<file path="src/hw/rtl/fca_pkg.sv">
// Shared types and constants of the chain allocator.
// No dependencies; used by every module of the block.
package fca_pkg;

  localparam int LINK_W    = 16;
  localparam int CMP_W     = 17;
  localparam int REQ_W     = 3;
  localparam int NODE_IN_W = 10;
  localparam int STEP_W    = 10;
  localparam int RES_W     = 11;
  localparam int STATUS_W  = 2;

  // Request codes
  localparam logic [REQ_W-1:0] REQ_CREATE  = 3'd0;
  localparam logic [REQ_W-1:0] REQ_EXTEND  = 3'd1;
  localparam logic [REQ_W-1:0] REQ_NTH     = 3'd2;
  localparam logic [REQ_W-1:0] REQ_TRUNC   = 3'd3;
  localparam logic [REQ_W-1:0] REQ_DESTROY = 3'd4;

  // Status codes
  localparam logic [STATUS_W-1:0] ST_OK       = 2'd0;
  localparam logic [STATUS_W-1:0] ST_BAD_NODE = 2'd1;
  localparam logic [STATUS_W-1:0] ST_FULL     = 2'd2;

  // Link table marks
  localparam logic [LINK_W-1:0] EOC_MARK  = 16'hFFFF;
  localparam logic [LINK_W-1:0] FREE_MARK = 16'h0000;

  // Result value for end of chain or error
  localparam logic [RES_W-1:0] NO_NODE = 11'h7FF;

  // Classification of one link word from the compare unit
  typedef struct packed {
    logic is_eoc;
    logic is_free;
    logic in_range;
    logic probe_below;
  } link_class_t;

endpackage

</file>
<file path="src/hw/rtl/fca_link_unit.sv">
// Shared compare unit: classifies a link word and compares a node with the hint.
// Depends on fca_pkg for link_class_t and the link marks.
module fca_link_unit #(
  parameter int TABLE_DEPTH = 1024,
  parameter int AW          = 10
) (
  input  logic [fca_pkg::LINK_W-1:0] word,
  input  logic [AW-1:0]              probe,
  input  logic [AW-1:0]              hint,
  output fca_pkg::link_class_t       cls
);

  localparam logic [fca_pkg::CMP_W-1:0] DEPTH_C = fca_pkg::CMP_W'(TABLE_DEPTH);

  // Decode end of chain, free and range; compare probe against hint
  always_comb begin
    cls.is_eoc      = (word == fca_pkg::EOC_MARK);
    cls.is_free     = (word == fca_pkg::FREE_MARK);
    cls.in_range    = (fca_pkg::CMP_W'(word) < DEPTH_C);
    cls.probe_below = (probe < hint);
  end

endmodule

</file>
<file path="config.mk">
export PLATFORM = sky130hd
export DESIGN_NAME = fca_link_unit
export DESIGN_NICKNAME = d
export VERILOG_FILES = /design/src/hw/rtl/fca_pkg.sv /design/src/hw/rtl/fca_link_unit.sv
export SDC_FILE = /design/constraint.sdc
export NUM_CORES = 1
export LEC_CHECK = 0
export ABC_AREA = 0
export BUFFER_PORTS_ARGS = -buffer_cell sky130_fd_sc_hd__buf_4
export CAP_MARGIN = 20
export CORE_AREA = 2 2 39 41
export DETAILED_ROUTE_END_ITERATION = 7
export DIE_AREA = 0 0 41 43
export PLACE_DENSITY = 0.65
export SYNTH_ARGS = -nofsm -noshare
export SYNTH_HDL_FRONTEND = slang
export SYNTH_SLANG_ARGS = --single-unit
</file>
<file path="constraint.sdc">
create_clock -name vclk -period 2.2
set_input_delay 0.11 -clock vclk [all_inputs]
set_output_delay 0.11 -clock vclk [all_outputs]
set_load 0.005 [all_outputs]
</file>
==> results.md <==
* Placed Cells at 99
* Slew HR at 83.78%
* Largest net degree at the start of global routing at 4
* Pwr Density at 152.8 nW/µm²
* Die footprint at 1763 µm²
* Post-CTS Resized at 0
* All-Layer GR Usage at 11.89%
* Register Area at 0 µm²
* WL final at 983 µm
* Critical path endpoint category: output pin
* Share of the synthesized area in the top cell type at 37.50%
* Lkg Pwr at 0.3511 nW
* Num ports at 40
* Clk_buf instances at 0
* 1st-iter DRT viols at 7
* Peak supply drop at 0.05430 mV
* # hold bufs at CTS at 0
* Antenna Cells at 0
* Drc violations at 0
* Comb pwr share at 100.0%
* WP data arrival at 1180 ps
* Dpl ws at 920.7 ps
* Post-route ant nets at 0
* Synth warn at 0
* Cell-internal power at 0.00006171 W
* Sw frac at 34.95%
* Final design area excluding fillers at 620.6 µm²
* First-pass GRT wire length at 1600 µm
* Vert. Die Dim at 43 µm
* NumNets Final at 130
* Maxcap violations at 0
* WP data required at 2090 ps
* Site Rows at 14
* Largest cells by area after synthesis: ha_1, inv_1, nand4_1, a21oi_1, nor4_1
* Class of the most critical setup path: in2out
* GP Congestion at 0.6284
* Vias at 453
* Avg Vias per Cell at 4.576
* Die Width at 41 µm
* Postcts setup bufs at 0
* Sw Pwr at 0.00003315 W
* Setup tns final at 0 ps
* Core ar. at 1384 µm²
* Sequential cell count at 0
* Unrepaired setup endpoints after global routing: false
* Register area share after synthesis at 0%
* FILL cells at 155
* Clock share of power at 0%
* Crit path max fanout at 2
* Syn_nets at 88
* Syn Std Cell Area at 300.3 µm²
* Mean Syn Cell Area at 6.983 µm²
* Tmin final at 1289 ps
* Area Growth Syn to Fin at 106.7%
* HPWL after detailed placement at 940.3 µm
* Cells after synthesis at 43
* Buffers on Ports at 40
* Post-layout instance count excluding filler cells at 99
* Vias in the first global route at 448
* Area after detailed placement at 620.6 µm²
* Gr ovfl total at 0
* Wirelength per Cell at 9.929 µm
* Status: finished, final reports clean
* Final Hold Vio Count at 0
* Final setup vio count at 0
* PnR worst setup slack at 911.3 ps
* Max-slew violations at 0
* Post-synth top cells: ha_1, inv_1, a21oi_1, nand4_1, nand2_1
* Final period util at 58.58%
* Initial antenna violation count at 0
* Flop pwr share at 0%
* Total power at 0.00009486 W
* Worst Setup Start Kind: input port
* Initial Utilization at 21.70%
* Hold/Removal Path Class: in2out
* Ratio of cells with drive above 1 in the final layout at 50.60%
* Top cell type by total area after synthesis: ha_1
* Worst slew pin tran at 241.1 ps
* Yosys cell types at 18
* Drt pass-1 iters at 4
* F_max at 0.7760 GHz
routing by layer:
layer  part of all wire (%)  track usage, %
met5                      0               0
met4                    1.6           3.333
met3                    8.0           1.047
met2                     55           22.19
met1                     35           12.97
cells by family (layout without fill, tap and decap cells):
family,after synthesis,count (layout),share of synthesized area (%)
and+or+nand+nor,17,17,34.58
adders and majority gates,9,9,37.50
buffers and inverters,9,49,11.25
AOI/OAI and AO/OA,8,8,16.67
worst max-delay path, stage by stage:
cell	delay, ps
buf_4	110
or4_4	520
nor3_2	140
and3_1	180
buf_4	110
cells in the final DEF, fill, tap and decap left out, types with 2 or more instances in the layout:
cell type	count
a21oi_1	4
buf_4	40
ha_1	9
inv_1	9
nand2_1	3
nand4_1	4
nor4_1	2
area by class of cell:
class / count / area (µm²) / area share [%]
inverters: 9 / 33.78 / 5.444
well taps: 16 / 20.02 / 3.226
multi-input cells: 34 / 266.5 / 42.94
repair buffers: 40 / 300.3 / 48.39
power groups by stage:
| stage | Combinational, W | Clock, W | Sequential, W |
|---|---|---|---|
| global route | 0.000107 | 0 | 0 |
| floorplan | 0.0000327 | 0 | 0 |
| finish | 0.0000949 | 0 | 0 |
| detailed placement | 0.0000956 | 0 | 0 |
| CTS | 0.0000963 | 0 | 0 |
| global placement | 0.0000941 | 0 | 0 |
worst paths after layout:
check  depth (start not counted)     end      from  slack [ps]
max                            5  cls[2]  word[12]         910
min                            3  cls[1]  word[11]         470
stage by stage:
stage / hold WS, ps / utilization (%)
after floorplan: 246.6 / -
after global placement: 463.3 / 44.85
after detailed placement: 467.2 / 44.85
after CTS: 467.2 / 44.85
after global routing: 479.2 / 44.85
final: 467.2 / 44.85
No activity file was read; power rests on OpenSTA's default activity.
